### src/hw/rtl/length_framed_xor_deframer_core_macros.svh
// Assertion macros for the length-framed XOR deframer.
// Included by files that carry concurrent checks; no other dependencies.
`ifndef LENGTH_FRAMED_XOR_DEFRAMER_CORE_MACROS_SVH
`define LENGTH_FRAMED_XOR_DEFRAMER_CORE_MACROS_SVH

// Same-cycle implication, disabled during reset.
`define LFXD_ASSERT_NOW(label, clk, rst, ante, cons, msg) \
   label: assert property (@(posedge clk) disable iff (rst) (ante) |-> (cons)) \
      else $error(msg);

// Next-cycle implication, disabled during reset.
`define LFXD_ASSERT_NEXT(label, clk, rst, ante, cons, msg) \
   label: assert property (@(posedge clk) disable iff (rst) (ante) |=> (cons)) \
      else $error(msg);

`endif

### src/hw/rtl/lfxd_pkg.sv
// Shared types and constants for the length-framed XOR deframer.
// No dependencies.
package lfxd_pkg;

   localparam int BYTE_W   = 8;
   localparam int LENGTH_W = 16;

   localparam logic [BYTE_W-1:0] START_FLAG_RESET = 8'h23; // '#'

   typedef enum logic [0:0] {
      KIND_BODY = 1'b0,
      KIND_END  = 1'b1
   } kind_type;

   typedef enum logic [1:0] {
      STATUS_OK       = 2'd0,
      STATUS_XOR_ERR  = 2'd1,
      STATUS_BAD_FLAG = 2'd2
   } status_type;

endpackage

### src/hw/rtl/lfxd_req_if.sv
// Request channel of the deframer: one received byte per request.
// Depends on lfxd_pkg.
interface lfxd_req_if import lfxd_pkg::*; ();
   logic              valid;
   logic              ready;
   logic [BYTE_W-1:0] rx_byte;

   modport source (output valid, output rx_byte, input ready);
   modport sink   (input valid, input rx_byte, output ready);
endinterface

### src/hw/rtl/lfxd_rsp_if.sv
// Result channel of the deframer: body bytes and end-of-frame status.
// Depends on lfxd_pkg.
interface lfxd_rsp_if import lfxd_pkg::*; ();
   logic                valid;
   logic                ready;
   kind_type            item_kind;
   logic [BYTE_W-1:0]   body_byte;
   logic [BYTE_W-1:0]   frame_command;
   logic [LENGTH_W-1:0] frame_body_length;
   status_type          frame_status;

   modport source (output valid, output item_kind, output body_byte,
                   output frame_command, output frame_body_length,
                   output frame_status, input ready);
   modport sink   (input valid, input item_kind, input body_byte,
                   input frame_command, input frame_body_length,
                   input frame_status, output ready);
endinterface

### src/hw/rtl/length_framed_xor_deframer_core.sv
// Length-framed XOR deframer. Each request carries one received byte. A frame
// is HEADER_BYTES header bytes (two start flags, a command byte at
// COMMAND_OFFSET, a big-endian 16-bit body length at LENGTH_OFFSET), the body,
// then one check byte; all bytes from offset 2 through the check byte must XOR
// to zero. Body bytes come out one result each; every frame ends with one
// status result (ok, XOR error, bad start flag). Header bytes give no result,
// except that a bad start flag drops the frame at the end of its header and
// the deframer starts again at offset 0. Throughput is one request per clock:
// the frame state updates in the accepting cycle and the result lands in a
// single output register, so a request is taken whenever that register is
// empty or being drained in the same cycle. Results show in the next cycle.
// The user must write the start flag (csr_wdata, default '#') with csr_we
// only while the deframer is idle; the block does not enforce this.
// Depends on lfxd_pkg, lfxd_req_if, lfxd_rsp_if and the macros header.
`include "length_framed_xor_deframer_core_macros.svh"

module length_framed_xor_deframer_core import lfxd_pkg::*; #(
   parameter int HEADER_BYTES   = 24,
   parameter int COMMAND_OFFSET = 2,
   parameter int LENGTH_OFFSET  = 22
) (
   input  logic              clock,
   input  logic              reset,
   input  logic              csr_we,
   input  logic [BYTE_W-1:0] csr_wdata,
   lfxd_req_if.sink          req_chan,
   lfxd_rsp_if.source        rsp_chan
);

   // Position counter must reach HEADER_BYTES + 65535.
   localparam int POS_W = $clog2(HEADER_BYTES + (1 << LENGTH_W));

   localparam logic [POS_W-1:0] HDR_POS   = POS_W'(HEADER_BYTES);
   localparam logic [POS_W-1:0] CMD_POS   = POS_W'(COMMAND_OFFSET);
   localparam logic [POS_W-1:0] LEN_HI    = POS_W'(LENGTH_OFFSET);
   localparam logic [POS_W-1:0] LEN_LO    = POS_W'(LENGTH_OFFSET + 1);
   localparam logic [POS_W-1:0] FLAG_ENDS = POS_W'(2); // flags occupy 0 and 1

   // Configuration
   logic [BYTE_W-1:0]   start_flag_ff;

   // Frame state
   logic [POS_W-1:0]    pos_ff,   pos_in;
   logic [BYTE_W-1:0]   xor_ff,   xor_in;
   logic [BYTE_W-1:0]   cmd_ff,   cmd_in;
   logic [LENGTH_W-1:0] len_ff,   len_in;
   logic                flags_ok_ff, flags_ok_in;

   // Result register
   logic                rsp_valid_ff;
   kind_type            kind_ff,   kind_in;
   logic [BYTE_W-1:0]   body_ff,   body_in;
   logic [BYTE_W-1:0]   rcmd_ff;
   logic [LENGTH_W-1:0] rlen_ff;
   status_type          status_ff, status_in;

   logic                req_fire;
   logic                emit;
   logic [POS_W-1:0]    pos_inc;
   logic [POS_W-1:0]    frame_total;
   logic [BYTE_W-1:0]   rx;

   // Take a request whenever the result slot is free or drains this cycle.
   assign req_chan.ready = !rsp_valid_ff || rsp_chan.ready;
   assign req_fire       = req_chan.valid && req_chan.ready;
   assign rx             = req_chan.rx_byte;
   assign pos_inc        = pos_ff + POS_W'(1);
   assign frame_total    = HDR_POS + POS_W'(len_ff);

   always_comb begin
      pos_in      = pos_ff;
      xor_in      = xor_ff;
      cmd_in      = cmd_ff;
      len_in      = len_ff;
      flags_ok_in = flags_ok_ff;
      emit        = 1'b0;
      kind_in     = KIND_BODY;
      body_in     = '0;
      status_in   = STATUS_OK;

      if (pos_ff < HDR_POS) begin
         // Header byte: fields are cleared at the start of each frame.
         if (pos_ff == '0) begin
            cmd_in = '0;
            len_in = '0;
         end
         if (pos_ff < FLAG_ENDS) begin
            if (rx != start_flag_ff) begin
               flags_ok_in = 1'b0;
            end
         end else begin
            xor_in = xor_ff ^ rx;
         end
         if (pos_ff == CMD_POS) begin
            cmd_in = rx;
         end
         if (pos_ff == LEN_HI) begin
            len_in = {rx, len_in[BYTE_W-1:0]};
         end
         if (pos_ff == LEN_LO) begin
            len_in = {len_in[LENGTH_W-1:BYTE_W], rx};
         end
         pos_in = pos_inc;
         // Bad start flag: report and drop once the header is complete.
         if (pos_inc == HDR_POS && !flags_ok_in) begin
            emit        = 1'b1;
            kind_in     = KIND_END;
            status_in   = STATUS_BAD_FLAG;
            pos_in      = '0;
            xor_in      = '0;
            flags_ok_in = 1'b1;
         end
      end else begin
         xor_in = xor_ff ^ rx;
         emit   = 1'b1;
         if (pos_ff < frame_total) begin
            // Body byte, forwarded as is.
            pos_in  = pos_inc;
            body_in = rx;
         end else begin
            // Check byte closes the frame.
            kind_in     = KIND_END;
            status_in   = (xor_in == '0) ? STATUS_OK : STATUS_XOR_ERR;
            pos_in      = '0;
            xor_in      = '0;
            flags_ok_in = 1'b1;
         end
      end
   end

   always_ff @(posedge clock) begin
      if (reset) begin
         start_flag_ff <= START_FLAG_RESET;
         pos_ff        <= '0;
         xor_ff        <= '0;
         cmd_ff        <= '0;
         len_ff        <= '0;
         flags_ok_ff   <= 1'b1;
      end else begin
         if (csr_we) begin
            start_flag_ff <= csr_wdata;
         end
         if (req_fire) begin
            pos_ff      <= pos_in;
            xor_ff      <= xor_in;
            cmd_ff      <= cmd_in;
            len_ff      <= len_in;
            flags_ok_ff <= flags_ok_in;
         end
      end
   end

   // Output slot: valid cleared under reset, payload loads only on a new result.
   always_ff @(posedge clock) begin
      if (reset) begin
         rsp_valid_ff <= 1'b0;
      end else if (req_chan.ready) begin
         rsp_valid_ff <= req_fire && emit;
      end
   end

   always_ff @(posedge clock) begin
      if (req_fire && emit) begin
         kind_ff   <= kind_in;
         body_ff   <= body_in;
         rcmd_ff   <= cmd_in;
         rlen_ff   <= len_in;
         status_ff <= status_in;
      end
   end

   assign rsp_chan.valid             = rsp_valid_ff;
   assign rsp_chan.item_kind         = kind_ff;
   assign rsp_chan.body_byte         = body_ff;
   assign rsp_chan.frame_command     = rcmd_ff;
   assign rsp_chan.frame_body_length = rlen_ff;
   assign rsp_chan.frame_status      = status_ff;

   // A pending, stalled result must block new requests.
   `LFXD_ASSERT_NOW(a_no_overrun, clock, reset,
      rsp_valid_ff && !rsp_chan.ready, !req_chan.ready,
      "request taken while result stalled")

   // Every end-of-frame result restarts the frame at offset 0.
   `LFXD_ASSERT_NEXT(a_restart, clock, reset,
      req_fire && emit && kind_in == KIND_END, pos_ff == '0 && xor_ff == '0,
      "frame state not restarted after end of frame")

   // Frames with a bad start flag never reach the body.
   `LFXD_ASSERT_NOW(a_flags_in_body, clock, reset,
      pos_ff >= HDR_POS, flags_ok_ff,
      "body reached with bad start flag")

   // Body results always carry ok status.
   `LFXD_ASSERT_NOW(a_body_status, clock, reset,
      rsp_valid_ff && kind_ff == KIND_BODY, status_ff == STATUS_OK,
      "body result with nonzero status")

endmodule
### src/flat_wrapper.sv
// flat-port wrapper written by rule: the top's interface ports become plain ports
module length_framed_xor_deframer_core_flat import lfxd_pkg::*;
#(
   parameter int HEADER_BYTES   = 24,
   parameter int COMMAND_OFFSET = 2,
   parameter int LENGTH_OFFSET  = 22
)
  (clock, reset, csr_we, csr_wdata, req_chan_valid, req_chan_rx_byte, req_chan_ready, rsp_chan_valid, rsp_chan_item_kind, rsp_chan_body_byte, rsp_chan_frame_command, rsp_chan_frame_body_length, rsp_chan_frame_status, rsp_chan_ready);
  lfxd_req_if req_chan_i ();
  lfxd_rsp_if rsp_chan_i ();
  input  logic clock;
  input  logic reset;
  input  logic csr_we;
  input  logic [BYTE_W-1:0] csr_wdata;
  input wire logic [$bits(req_chan_i.valid)-1:0] req_chan_valid;
  input wire logic [$bits(req_chan_i.rx_byte)-1:0] req_chan_rx_byte;
  output wire logic [$bits(req_chan_i.ready)-1:0] req_chan_ready;
  output wire logic [$bits(rsp_chan_i.valid)-1:0] rsp_chan_valid;
  output wire logic [$bits(rsp_chan_i.item_kind)-1:0] rsp_chan_item_kind;
  output wire logic [$bits(rsp_chan_i.body_byte)-1:0] rsp_chan_body_byte;
  output wire logic [$bits(rsp_chan_i.frame_command)-1:0] rsp_chan_frame_command;
  output wire logic [$bits(rsp_chan_i.frame_body_length)-1:0] rsp_chan_frame_body_length;
  output wire logic [$bits(rsp_chan_i.frame_status)-1:0] rsp_chan_frame_status;
  input wire logic [$bits(rsp_chan_i.ready)-1:0] rsp_chan_ready;
  assign req_chan_i.valid = req_chan_valid;
  assign req_chan_i.rx_byte = req_chan_rx_byte;
  assign req_chan_ready = req_chan_i.ready;
  assign rsp_chan_valid = rsp_chan_i.valid;
  assign rsp_chan_item_kind = rsp_chan_i.item_kind;
  assign rsp_chan_body_byte = rsp_chan_i.body_byte;
  assign rsp_chan_frame_command = rsp_chan_i.frame_command;
  assign rsp_chan_frame_body_length = rsp_chan_i.frame_body_length;
  assign rsp_chan_frame_status = rsp_chan_i.frame_status;
  assign rsp_chan_i.ready = rsp_chan_ready;
  length_framed_xor_deframer_core #(.HEADER_BYTES(HEADER_BYTES), .COMMAND_OFFSET(COMMAND_OFFSET), .LENGTH_OFFSET(LENGTH_OFFSET)) u_core (.clock(clock), .reset(reset), .csr_we(csr_we), .csr_wdata(csr_wdata), .req_chan(req_chan_i), .rsp_chan(rsp_chan_i));
endmodule
### config.mk
export PLATFORM = sky130hd
export DESIGN_NAME = length_framed_xor_deframer_core_flat
export DESIGN_NICKNAME = d
export VERILOG_FILES = /design/src/hw/rtl/lfxd_pkg.sv /design/src/hw/rtl/lfxd_req_if.sv /design/src/hw/rtl/lfxd_rsp_if.sv /design/src/hw/rtl/length_framed_xor_deframer_core.sv /design/src/flat_wrapper.sv
export VERILOG_INCLUDE_DIRS = /design/src /design/src/hw/rtl
export SDC_FILE = /design/constraint.sdc
export NUM_CORES = 1
export LEC_CHECK = 0
export ABC_AREA = 1
export BUFFER_PORTS_ARGS = -buffer_cell sky130_fd_sc_hd__buf_2
export CAP_MARGIN = 20
export CORE_AREA = 2 2 101 93
export DETAILED_ROUTE_END_ITERATION = 6
export DIE_AREA = 0 0 103 95
export PLACE_DENSITY = 0.79
export SLEW_MARGIN = 10
export SYNTH_ARGS = -nofsm -noshare
export SYNTH_HDL_FRONTEND = slang
export SYNTH_SLANG_ARGS = --single-unit
### constraint.sdc
create_clock -name clock -period 3.6 [get_ports clock]
set_clock_uncertainty 0.05 [all_clocks]
set_input_delay 0.18 -clock clock [delete_from_list [all_inputs] [get_ports clock]]
set_output_delay 0.18 -clock clock [all_outputs]
set_load 0.1 [all_outputs]
==> metrics <==
number of buffers and inverters on the critical path 3; Mapped Cells approximately 660; max-capacitance violation count 0; vias in the first global route 4501; postcts setup bufs 0; Syn Std Cell Area ~5000 µm²; Area Growth Syn to Fin 14.28%; Fillers 760; Net Sw Power 0.6212 mW; Slew @ Worst Pin between 800 and 900 ps; CP endpoint kind flop; hold path depth 4; endpoints failing setup 0; Tot Pwr approximately 2.1 mW; post-synthesis cell type count 32; Power Density 366.0 nW/µm²; antenna diode count 0; Worst Path Max Fanout 10; initial antenna violation count 0; fin nets between 700 and 800; Worst EP arrival 3440 ps; clock share of power 34.4%; WL per Instance 15.40 µm; Mapped Avg Cell Area 7.692 µm²; element type at the critical path start flop; YS warnings 0; Die ar. 9785 µm²; total clock sinks 94; Yosys reg bits 94; Endpoint, Worst Hold u_core.rsp_chan.valid; Starting Density 57.02%; die width 103 µm; Rows 33; Initial DRT Pass Iterations 6; final WL 13.03 mm; worst slew margin relative to its limit 42.92%; Gate power share about a tenth; CP required 3790 ps; Sw Ratio 29.47%; cts bufs inserted 9; critical-path cell list inv_1 -> ha_1 -> nor3_2 -> nand3_1 -> nor3_4 -> nand3_1 -> xor2_1 -> ha_1 -> nand4_1 -> nor2_1 -> o2111ai_1 -> nand3_1 -> clkinv_1 -> nand2_1 -> buf_12 -> nand2_1 -> nand2_1 -> nand3_1; Detail Route Antenna Nets 0; Core Area 8836 µm²; peak supply drop 0.0002405 V; most common cell after layout, fill and taps aside nand2_1; drt drc 0; worst hold path class in -> reg; fin crit share 90.27%; Seq/Total Area, Yosys 44.30%; unrepaired setup endpoints after global routing no; first-pass GRT wire length 21.23 mm; share of power burned in registers 54.9%; final core occ 65.17%; leakage 2.549 nW; Most used DFF post-synth dfxtp_1; Chip Height 95 µm; I/O pin count 58; clock-pin slew on the worst setup and hold paths 110 ps; clock insertion delay at the later pin of the skew report ~370 ps; most used cell, CP nand3_1; Max Freq 307.7 MHz; Max Transition Viols Final 0; min-delay src rsp_chan_ready; routed vias 4724; Total GRT Usage 27.99%; FF-to-FF path depth 18; TritonCTS clock tree built; biggest area consumer among synthesized cells dfxtp_1; H-tree depth 3; Synthesized Nets 696; Reg-to-Reg End u_core.flags_ok_ff; top post-synthesis cells by area dfxtp_1 (23%), edfxtp_1 (21%), nand2_1 (8.0%); Detail Placement HPWL 9.178 mm; Synth top area share 23.44%; clock tree buffer depth 2; largest net degree at the start of global routing 62; RR Startpoint u_core.len_ff[3]; crit path kind reg -> reg; delay-heaviest family, CP simple AND/OR/NAND/NOR gates; initial drt markers 368; cell internal pwr about 1.5 mW; final hold violations 0; global route overflow 0; layout cells sized above 1 between 10% and 20%; number of enable flip-flop cells after synthesis 35; reg2reg setup slack 350 ps; setup TNS 0 ps; Port-buffer cells 57; Worst path slowest cell dfxtp_1; Period minus WS final 3250 ps; ys async rst share 0%; clock root cell clkbuf_8; commonest cells after routing, fill and taps aside nand2_1 (108), inv_1 (78), nor2_1 (77); gpl congestion 0.9426; Max stage delay on crit path 370 ps; status finished clean; DR vias/cell between 5 and 6
## state kept, by name, summed over array words and instances, names as in the netlist
name	flops
u_core.cmd_ff	8
u_core.flags_ok_ff	1
u_core.len_ff	16
u_core.pos_ff	17
u_core.rsp_chan.body_byte	8
u_core.rsp_chan.frame_body_length	16
u_core.rsp_chan.frame_command	8
u_core.rsp_chan.frame_status	2
u_core.rsp_chan.item_kind	1
u_core.rsp_chan.valid	1
u_core.start_flag_ff	8
u_core.xor_ff	8
## power groups by stage
stage | logic, mW | registers, mW | clock network, mW
after floorplan | 0.155 | 1.17 | 0
after global placement | 0.205 | 1.18 | 0
after detailed placement | 0.214 | 1.18 | 0
after CTS | 0.221 | 1.16 | 0.728
after global routing | 0.254 | 1.16 | 0.763
final | 0.226 | 1.16 | 0.725
## tightest hold or removal path: cells and delay by family
| family | cells | cell delay, ps |
|---|---|---|
| and+or+nand+nor | 1 | 80 |
| AOI/OAI and AO/OA | 1 | 70 |
| buffers and inverters | 2 | 110 |
## worst max-delay path by stage
stage | start | end | slack, ps | cells past startpoint
final | u_core.len_ff[3] | u_core.flags_ok_ff | 350 | 18
after global routing | u_core.len_ff[3] | u_core.flags_ok_ff | 30 | 18
after CTS | u_core.len_ff[3] | u_core.flags_ok_ff | 130 | 18
after detailed placement | u_core.len_ff[3] | u_core.flags_ok_ff | 160 | 18
after global placement | u_core.len_ff[3] | u_core.flags_ok_ff | 360 | 18
after floorplan | u_core.rsp_chan.valid | u_core.rsp_chan.body_byte[0] | 150 | 6
## final cells by class
type / count / area [µm²] / share of cell area, %
clock buffer: 9 / 123.9 / 2.151
clock inverter: 7 / 80.08 / 1.391
inverter: 81 / 304.0 / 5.280
multi-input combinational: 461 / 2435 / 42.29
sequential: 94 / 2232 / 38.77
tap: 122 / 152.6 / 2.651
timing repair buffer: 72 / 430.4 / 7.475
## stage by stage
| stage | setup slack (ps) | instance area, µm² | hold slack (ps) | std cells |
|---|---|---|---|---|
| after global routing | 29.57 | 5758 | 74.16 | 846 |
| after floorplan | 152.6 | 5039 | 252.1 | 655 |
| after CTS | 131.9 | 5742 | 53.73 | 846 |
| final | 350.4 | 5758 | 63.16 | 846 |
| after global placement | 358.2 | 5458 | 347.7 | 822 |
| after detailed placement | 162.2 | 5458 | 352.7 | 822 |
## cells in the mapped netlist (2+ instances only)
master,count
xnor2_1,8
dfxtp_1,59
edfxtp_1,35
nor2_2,5
clkbuf_1,14
inv_1,78
nor2_4,2
buf_2,4
ha_1,20
o21ai_1,5
or2_2,2
nand4_1,21
nor3_1,17
o21ai_0,60
nor2_1,77
inv_2,2
nand3b_1,5
o2111ai_1,2
nand3_1,55
xor2_1,18
a21oi_1,48
nand2_1,108
## cell families (layout without fill, tap and decap cells)
logic type / Yosys count / count (layout) / share of synthesized area [%]
DFF: 94 / 94 / 44.30
xor gates and xnor gates: 26 / 26 / 4.520
buffers and inverters: 100 / 169 / 7.698
AOI/OAI and AO/OA: 119 / 119 / 12.22
adders and majority gates: 20 / 20 / 4.966
and+or+nand+nor: 296 / 296 / 26.30
## timing repair
item,in CTS,in global routing
gates resized for setup,0,3
hold buffers,8,0
hold endpoints to repair,8,0
endpoints found under the setup margin,0,35
## per-layer routing
metal / vias to the layer above / global-route usage, % / share of wire, %
li1: 2322 / - / -
met1: 2157 / 35.94 / 42
met2: 209 / 46.21 / 49
met3: 36 / 5.551 / 7.3
met4: 0 / 11.07 / 2.4
met5: - / 0 / 0
Power figures use the tool's default switching activity.
